File: src/rtl/modular_exponentiation_defines.svh
// ----------------------------------------------------------------------------
// Modular exponentiation assertion macros
// Shorthand for the concurrent checks used inside the block.
// ----------------------------------------------------------------------------
`ifndef MODULAR_EXPONENTIATION_DEFINES_SVH
`define MODULAR_EXPONENTIATION_DEFINES_SVH

// The consequent must hold in the same cycle as the antecedent.
`define MODEXP_ASSERT_NOW(lbl, clk, rst, ante, cons, msg) \
   lbl: assert property (@(posedge clk) disable iff (rst) (ante) |-> (cons)) \
      else $error(msg);

// The consequent must hold in the cycle after the antecedent.
`define MODEXP_ASSERT_NEXT(lbl, clk, rst, ante, cons, msg) \
   lbl: assert property (@(posedge clk) disable iff (rst) (ante) |=> (cons)) \
      else $error(msg);

`endif

File: src/rtl/modexp_pkg.sv
// ----------------------------------------------------------------------------
// Modular exponentiation package
// Widths, register indexes, sequencer states and the multiplier interface.
// ----------------------------------------------------------------------------
`timescale 1ns / 1ps

package modexp_pkg;

   // Operand width used by the arithmetic; port fields stay at DATA_WIDTH.
   localparam int unsigned WIDTH           = 64;
   localparam int unsigned DATA_WIDTH      = 64;
   localparam int unsigned CSR_INDEX_WIDTH = 1;
   localparam int unsigned COUNT_WIDTH     = $clog2(WIDTH);

   typedef logic [WIDTH-1:0]      word_type;
   typedef logic [DATA_WIDTH-1:0] data_type;

   typedef enum logic [CSR_INDEX_WIDTH-1:0] {
      CSR_MODULUS  = 1'b0,
      CSR_EXPONENT = 1'b1
   } csr_index_type;

   typedef enum logic [2:0] {
      ST_IDLE,
      ST_REDUCE,
      ST_CHECK,
      ST_MUL_ACC,
      ST_SQUARE,
      ST_DONE
   } state_type;

   typedef struct packed {
      logic     start;
      word_type x;
      word_type y;
   } mul_cmd_type;

   typedef struct packed {
      logic busy;
      logic done;
   } mul_sts_type;

endpackage

File: src/rtl/modexp_mulmod.sv
// ----------------------------------------------------------------------------
// Modular exponentiation shift-add multiplier
// Computes x * y mod m, one multiplier bit per cycle from the top bit down.
// ----------------------------------------------------------------------------
`timescale 1ns / 1ps

module modexp_mulmod (
   input  logic                   clock,
   input  logic                   reset,
   input  modexp_pkg::word_type    mod_value,
   input  modexp_pkg::mul_cmd_type cmd,
   output modexp_pkg::mul_sts_type sts,
   output modexp_pkg::word_type    product
);
   import modexp_pkg::*;

   logic                   busy_ff, busy_in;
   logic                   done_ff, done_in;
   logic [COUNT_WIDTH-1:0] count_ff, count_in;
   word_type               r_ff, r_in;
   word_type               x_ff, x_in;
   word_type               y_ff, y_in;
   word_type               r_dbl;
   word_type               r_step;

   // Sum of two residues, folded back below the modulus.
   function automatic word_type add_mod(word_type a, word_type b, word_type m);
      logic [WIDTH:0] s;
      s = {1'b0, a} + {1'b0, b};
      if (s >= {1'b0, m}) begin
         s = s - {1'b0, m};
      end
      return s[WIDTH-1:0];
   endfunction

   assign r_dbl  = add_mod(r_ff, r_ff, mod_value);
   assign r_step = y_ff[WIDTH-1] ? add_mod(r_dbl, x_ff, mod_value) : r_dbl;

   always_comb begin
      busy_in  = busy_ff;
      done_in  = 1'b0;
      count_in = count_ff;
      r_in     = r_ff;
      x_in     = x_ff;
      y_in     = y_ff;
      if (cmd.start) begin
         busy_in  = 1'b1;
         count_in = COUNT_WIDTH'(WIDTH - 1);
         r_in     = '0;
         x_in     = cmd.x;
         y_in     = cmd.y;
      end else if (busy_ff) begin
         r_in     = r_step;
         y_in     = y_ff << 1;
         count_in = count_ff - COUNT_WIDTH'(1);
         if (count_ff == '0) begin
            busy_in = 1'b0;
            done_in = 1'b1;
         end
      end
   end

   always_ff @(posedge clock) begin
      if (reset) begin
         busy_ff <= 1'b0;
         done_ff <= 1'b0;
      end else begin
         busy_ff <= busy_in;
         done_ff <= done_in;
      end
   end

   always_ff @(posedge clock) begin
      count_ff <= count_in;
      r_ff     <= r_in;
      x_ff     <= x_in;
      y_ff     <= y_in;
   end

   assign sts.busy = busy_ff;
   assign sts.done = done_ff;
   assign product  = r_ff;

endmodule

File: src/rtl/modular_exponentiation.sv
// ----------------------------------------------------------------------------
// Modular exponentiation
// Right-to-left square-and-multiply of one message beat against the key.
// ----------------------------------------------------------------------------
//
//   Port group  Direction  Contents
//   req_*       in         message_value, valid/ready
//   rsp_*       out        result_value, valid/ready
//   csr_*       in         modulus (index 0), exponent (index 1), write only
//
// Each modular multiply runs on the shift-add multiplier; a square issued right
// after a multiply starts in the same cycle in which that multiply finishes.
// A beat costs one multiply to reduce the message, then one square per exponent
// bit below the highest set bit plus one multiply for each set bit.
// req_ready is high only while the sequencer is idle; a finished result sits
// in the output register, so the next beat is taken while it waits.
// Synchronous reset loads modulus 2 and exponent 1 and idles the sequencer.
// ----------------------------------------------------------------------------
`timescale 1ns / 1ps
`include "modular_exponentiation_defines.svh"

module modular_exponentiation (
   input  logic                                    clock,
   input  logic                                    reset,
   input  logic                                    req_valid,
   output logic                                    req_ready,
   input  modexp_pkg::data_type                     req_message_value,
   output logic                                    rsp_valid,
   input  logic                                    rsp_ready,
   output modexp_pkg::data_type                     rsp_result_value,
   input  logic                                    csr_write_enable,
   input  logic [modexp_pkg::CSR_INDEX_WIDTH-1:0]   csr_index,
   input  modexp_pkg::data_type                     csr_write_data
);
   import modexp_pkg::*;

   state_type   state_ff, state_in;
   data_type    modulus_ff, exponent_ff;
   word_type    m_ff, m_in;
   word_type    exp_ff, exp_in;
   word_type    acc_ff, acc_in;
   word_type    base_ff, base_in;
   logic        rsp_valid_ff, rsp_valid_in;
   data_type    rsp_value_ff, rsp_value_in;
   logic        rsp_load;
   word_type    m_cfg;
   mul_cmd_type mul_cmd;
   mul_sts_type mul_sts;
   word_type    mul_product;

   assign m_cfg = modulus_ff[WIDTH-1:0];

   modexp_mulmod u_mulmod (
      .clock     (clock),
      .reset     (reset),
      .mod_value (m_ff),
      .cmd       (mul_cmd),
      .sts       (mul_sts),
      .product   (mul_product)
   );

   // Configuration registers.
   always_ff @(posedge clock) begin
      if (reset) begin
         modulus_ff  <= DATA_WIDTH'(2);
         exponent_ff <= DATA_WIDTH'(1);
      end else if (csr_write_enable) begin
         unique case (csr_index_type'(csr_index))
            CSR_MODULUS:  modulus_ff  <= csr_write_data;
            CSR_EXPONENT: exponent_ff <= csr_write_data;
         endcase
      end
   end

   // Next state.
   always_comb begin
      state_in = state_ff;
      unique case (state_ff)
         ST_IDLE: begin
            if (req_valid) begin
               state_in = (m_cfg < word_type'(2)) ? ST_CHECK : ST_REDUCE;
            end
         end
         ST_REDUCE: begin
            if (mul_sts.done) begin
               state_in = ST_CHECK;
            end
         end
         ST_CHECK: begin
            if (exp_ff == '0) begin
               state_in = ST_DONE;
            end else if (exp_ff[0]) begin
               state_in = ST_MUL_ACC;
            end else begin
               state_in = ST_SQUARE;
            end
         end
         ST_MUL_ACC: begin
            if (mul_sts.done) begin
               state_in = (exp_ff[WIDTH-1:1] == '0) ? ST_CHECK : ST_SQUARE;
            end
         end
         ST_SQUARE: begin
            if (mul_sts.done) begin
               state_in = ST_CHECK;
            end
         end
         ST_DONE: begin
            if (!rsp_valid_ff || rsp_ready) begin
               state_in = ST_IDLE;
            end
         end
         default: state_in = ST_IDLE;
      endcase
   end

   // Outputs and datapath updates.
   always_comb begin
      req_ready     = 1'b0;
      rsp_load      = 1'b0;
      m_in          = m_ff;
      exp_in        = exp_ff;
      acc_in        = acc_ff;
      base_in       = base_ff;
      mul_cmd.start = 1'b0;
      mul_cmd.x     = base_ff;
      mul_cmd.y     = base_ff;
      unique case (state_ff)
         ST_IDLE: begin
            req_ready = 1'b1;
            if (req_valid) begin
               m_in    = m_cfg;
               base_in = '0;
               if (m_cfg < word_type'(2)) begin
                  // No meaningful residue: report zero right away.
                  acc_in = '0;
                  exp_in = '0;
               end else begin
                  // Reduce the message as 1 * message mod m.
                  acc_in        = word_type'(1);
                  exp_in        = exponent_ff[WIDTH-1:0];
                  mul_cmd.start = 1'b1;
                  mul_cmd.x     = word_type'(1);
                  mul_cmd.y     = req_message_value[WIDTH-1:0];
               end
            end
         end
         ST_REDUCE: begin
            if (mul_sts.done) begin
               base_in = mul_product;
            end
         end
         ST_CHECK: begin
            if (exp_ff != '0) begin
               mul_cmd.start = 1'b1;
               if (exp_ff[0]) begin
                  mul_cmd.x = acc_ff;
               end
            end
         end
         ST_MUL_ACC: begin
            if (mul_sts.done) begin
               acc_in = mul_product;
               // The square after the last set bit would never be used.
               if (exp_ff[WIDTH-1:1] == '0) begin
                  exp_in = '0;
               end else begin
                  mul_cmd.start = 1'b1;
               end
            end
         end
         ST_SQUARE: begin
            if (mul_sts.done) begin
               base_in = mul_product;
               exp_in  = exp_ff >> 1;
            end
         end
         ST_DONE: begin
            rsp_load = !rsp_valid_ff || rsp_ready;
         end
         default: begin
            req_ready = 1'b0;
         end
      endcase

      rsp_valid_in = rsp_valid_ff && !rsp_ready;
      rsp_value_in = rsp_value_ff;
      if (rsp_load) begin
         rsp_valid_in             = 1'b1;
         rsp_value_in             = '0;
         rsp_value_in[WIDTH-1:0]  = acc_ff;
      end
   end

   always_ff @(posedge clock) begin
      if (reset) begin
         state_ff     <= ST_IDLE;
         rsp_valid_ff <= 1'b0;
      end else begin
         state_ff     <= state_in;
         rsp_valid_ff <= rsp_valid_in;
      end
   end

   always_ff @(posedge clock) begin
      m_ff         <= m_in;
      exp_ff       <= exp_in;
      acc_ff       <= acc_in;
      base_ff      <= base_in;
      rsp_value_ff <= rsp_value_in;
   end

   assign rsp_valid        = rsp_valid_ff;
   assign rsp_result_value = rsp_value_ff;

   `MODEXP_ASSERT_NOW(a_done_in_mul_state, clock, reset, mul_sts.done,
      state_ff == ST_REDUCE || state_ff == ST_MUL_ACC || state_ff == ST_SQUARE,
      "multiplier finished outside a multiply state")
   `MODEXP_ASSERT_NOW(a_start_when_free, clock, reset, mul_cmd.start, !mul_sts.busy,
      "multiplier started while still busy")
   `MODEXP_ASSERT_NOW(a_residues_reduced, clock, reset,
      state_ff == ST_CHECK && m_ff >= word_type'(2),
      acc_ff < m_ff && base_ff < m_ff,
      "accumulator or base not below the modulus")
   `MODEXP_ASSERT_NEXT(a_busy_after_accept, clock, reset, req_valid && req_ready, !req_ready,
      "block took a beat and stayed ready")

endmodule
File: config.mk
export PLATFORM = sky130hd
export DESIGN_NAME = modular_exponentiation
export DESIGN_NICKNAME = d
export VERILOG_FILES = /design/src/rtl/modexp_pkg.sv /design/src/rtl/modexp_mulmod.sv /design/src/rtl/modular_exponentiation.sv
export VERILOG_INCLUDE_DIRS = /design/src /design/src/rtl
export SDC_FILE = /design/constraint.sdc
export NUM_CORES = 1
export LEC_CHECK = 0
export CORE_MARGIN = 10
export CORE_UTILIZATION = 35
export DETAILED_ROUTE_END_ITERATION = 8
export DONT_BUFFER_PORTS = 1
export PLACE_DENSITY = 0.53
export SYNTH_ARGS = -nofsm -noshare
export SYNTH_HDL_FRONTEND = slang
export SYNTH_SLANG_ARGS = --single-unit
File: constraint.sdc
create_clock -name clock -period 10.38 [get_ports clock]
set_input_delay 3.114 -clock clock [delete_from_list [all_inputs] [get_ports clock]]
set_output_delay 3.114 -clock clock [all_outputs]
set_load 0.01 [all_outputs]
==> results.ini <==
[cts]
cts_resized = 0
holdBufCountCts = 0
cts_made_buffers = 76
cts-root-buf = clkbuf_16
clk_latency_ps = 660
cts_tree = done
cts_buffer_depth = 3
path_clk_slew_ps = 70
cts_setup_buffers = 0
h-tree-depth = 3
clock_sinks = 652

[yosys]
synth_edf_count = 448
synth_nets = 4343
syn_area_um2 = 37700
syn_area_per_cell_um2 = 9.40
ys_seq_area_share_pct = 46.5
ys_top_cells_by_area = edfxtp_1, dfxtp_1, ha_1, nand2_1, a21oi_1
ys_ff_latch = 652
synth_ff_type = edfxtp_1
yosysUniqueCellTypes = 85
yosysWarnings = 0
synth_top_area_share_pct = 35.7
synthCells = 4013
ys_async_sr_fraction_pct = 0
yosys.area.top_type = edfxtp_1

[floorplan]
start_util_pct = 35.2
die_y_um = 348
die_x_um = 348
rows = 120
core_um2 = 107000
dieArea_um2 = 121000
io_pins = 200

[sta]
hold_viol_final = 0
fin_crit_sh_pct = 94.6
fin_hold_ws_ps = 447
fin_ws_ps = 561
period_needed_ps = 9820
skew_ps = 44.4
slew_headroom_pct = 23.4
finalSetupViolCount = 0
rsz0062_at_grt = false
slew_viol_final = 0
max_slew.worst_pin.slew_ps = 1150
fmax_mhz = 102
finalSetupTns_ps = 0

[global_route]
grt_busiest_layer = met1
use_met1_pct = 33.6
met3_usage_pct = 4.91
grt_pass1_wl_mm = 206
antenna_found_initial = 6
grt_use_met2_pct = 31.8
grt_usage_pct = 22.4
grt_pass1_vias = 30100
grt-ovfl-total = 0
grt_max_degree = 135

[drt]
drtIter0Drc = 3400
drt_pass1_iterations = 6
routedWlPerCell_um = 25.4
viasPerCell = 5.75
routed_wl_mm = 141
vias = 31800
drc = 0
postRouteAntennaNets = 0

[outcome]
status = finished clean

[power_and_ir_drop]
leakage_nw = 16.5
switching_share_pct = 48.6
combPwrFrac_pct = 64.7
power_frac_clock_pct = 15.4
ir_drop_uv = 175
power_density_nw_per_um2 = 407
seq_power_share_pct = 19.9
p_sw_mw = 8.46
internal_power_mw = 8.95
finalPower_mw = 17.4

[worst_setup_path]
crit_buf_inv = 5
crit_family = simple AND/OR/NAND/NOR gates
cp.arrival_ps = 10360
start_kind = flip-flop
crit_fanout = 24
critPathCaptureType = flip-flop
worstSetupPathType = flip-flop to flip-flop
cp_slowest_cell = or4_1
cpPeakStageDelay_ps = 560
cp.required_ps = 10920

[cells_and_area]
final_nets = 4392
fin_cells = 5530
final_cell_area_um2 = 42800
synthToLayoutAreaGrowth_pct = 13.5
post_route_cells_drive_above_1_share_pct = 9.65
finish.utilization_pct = 40.0
nFillCells = 10600

[placed_design]
port_buffers = 0
gp_congestion = 0.965
placedCellCount = 5387
hpwl_mm = 106
pre_cts_ws_ps = 527
placed_area_um2 = 40300

[run]
cap_violations = 0

[hold_path]
hold_class = flip-flop to flip-flop

[cell usage after synthesis (13+ instances only)]
cell	instances
or3_1	13
o211ai_1	35
and2_1	73
inv_1	133
mux2_2	14
ha_1	193
a211oi_1	32
nand3_1	54
o31ai_1	20
a22o_1	137
dfxtp_1	204
o21ai_1	44
edfxtp_1	448
buf_1	16
xor2_1	76
and3_1	82
buf_2	24
xnor2_1	107
o21bai_1	34
clkbuf_1	204
nor4_1	47
o21a_1	27
mux2i_1	76
a21oi_1	410
o22ai_1	15
a31oi_1	25
nand4_1	78
a21o_1	61
o21ai_0	264
nand2b_1	18
nor2_1	182
nand2_1	629
nor2b_1	28
nor3_1	42
[cell type report]
| class | instances | area (um2) | share of cell area [%] |
|---|---|---|---|
| clock inverters | 46 | 404 | 0.944 |
| diodes | 3 | 7.51 | 0.0175 |
| inverters | 135 | 507 | 1.18 |
| repair buffers | 217 | 1680 | 3.92 |
| well taps | 1403 | 1760 | 4.10 |
| multi-input cells | 2980 | 18900 | 44.1 |
| clock buffers | 94 | 2050 | 4.80 |
| flip-flops and latches | 652 | 17500 | 41.0 |
[power by group through the flow]
stage / combinational (mW) / sequential [mW] / clock (mW)
after global routing: 12.1 / 3.49 / 2.83
after floorplan: 6.69 / 3.37 / 0
after global placement: 11.1 / 3.50 / 0
final: 11.3 / 3.47 / 2.68
after CTS: 11.0 / 3.45 / 2.73
after detailed placement: 10.9 / 3.50 / 0
[layer usage]
layer  up-vias  routed length (um)
met5         -                  53
met4         8                3620
met3       159               12100
met2      1254               57500
met1     15500               67300
li1      14900                   -
[cell families after synthesis]
logic type      synth area share, %
fa+ha+maj                      6.56
compound gates                 20.5
mux                            2.62
buf+inv                        3.88
xor+xnor                       4.25
simple gates                   15.7
flops                          46.5
[path summary, 6_finish.rpt]
path	slack (ps)	endpoint	startpoint	cells after the start
setup / recovery	560	u_mulmod.product[36]$_SDFFE_PP0P_	m_ff[9]$_DFFE_PP_	36
hold / removal	450	exponent_ff[30]$_SDFFE_PP0P_	exponent_ff[30]$_SDFFE_PP0P_	2
setup reg to reg	560	u_mulmod.product[36]$_SDFFE_PP0P_	m_ff[9]$_DFFE_PP_	36
hold reg to reg	450	exponent_ff[30]$_SDFFE_PP0P_	exponent_ff[30]$_SDFFE_PP0P_	2
[worst min-delay path: stages, from the launching register on]
cell and delay (ps):
dfxtp_1 310, nand2_1 50, a21oi_1 50
[cells in the final DEF (no fill, tap or decap), drive strengths merged, types with 18 or more instances in the layout]
master,count
a31oi,26
xnor2,107
buf,217
nand2,629
o31ai,21
mux2,20
a211oi,33
xor2,76
nor2,182
dfxtp,204
ha,193
inv,137
clkbuf,94
edfxtp,448
and2,73
nor2b,28
a21o,61
a21oi,411
nand3,55
nand2b,18
mux2i,76
o211ai,35
nor4,47
and3,82
nor3,42
clkinv,34
a22o,137
o21a,27
o21bai,34
nand4,78
o21ai,308
No activity file was read; power rests on OpenSTA's default activity.
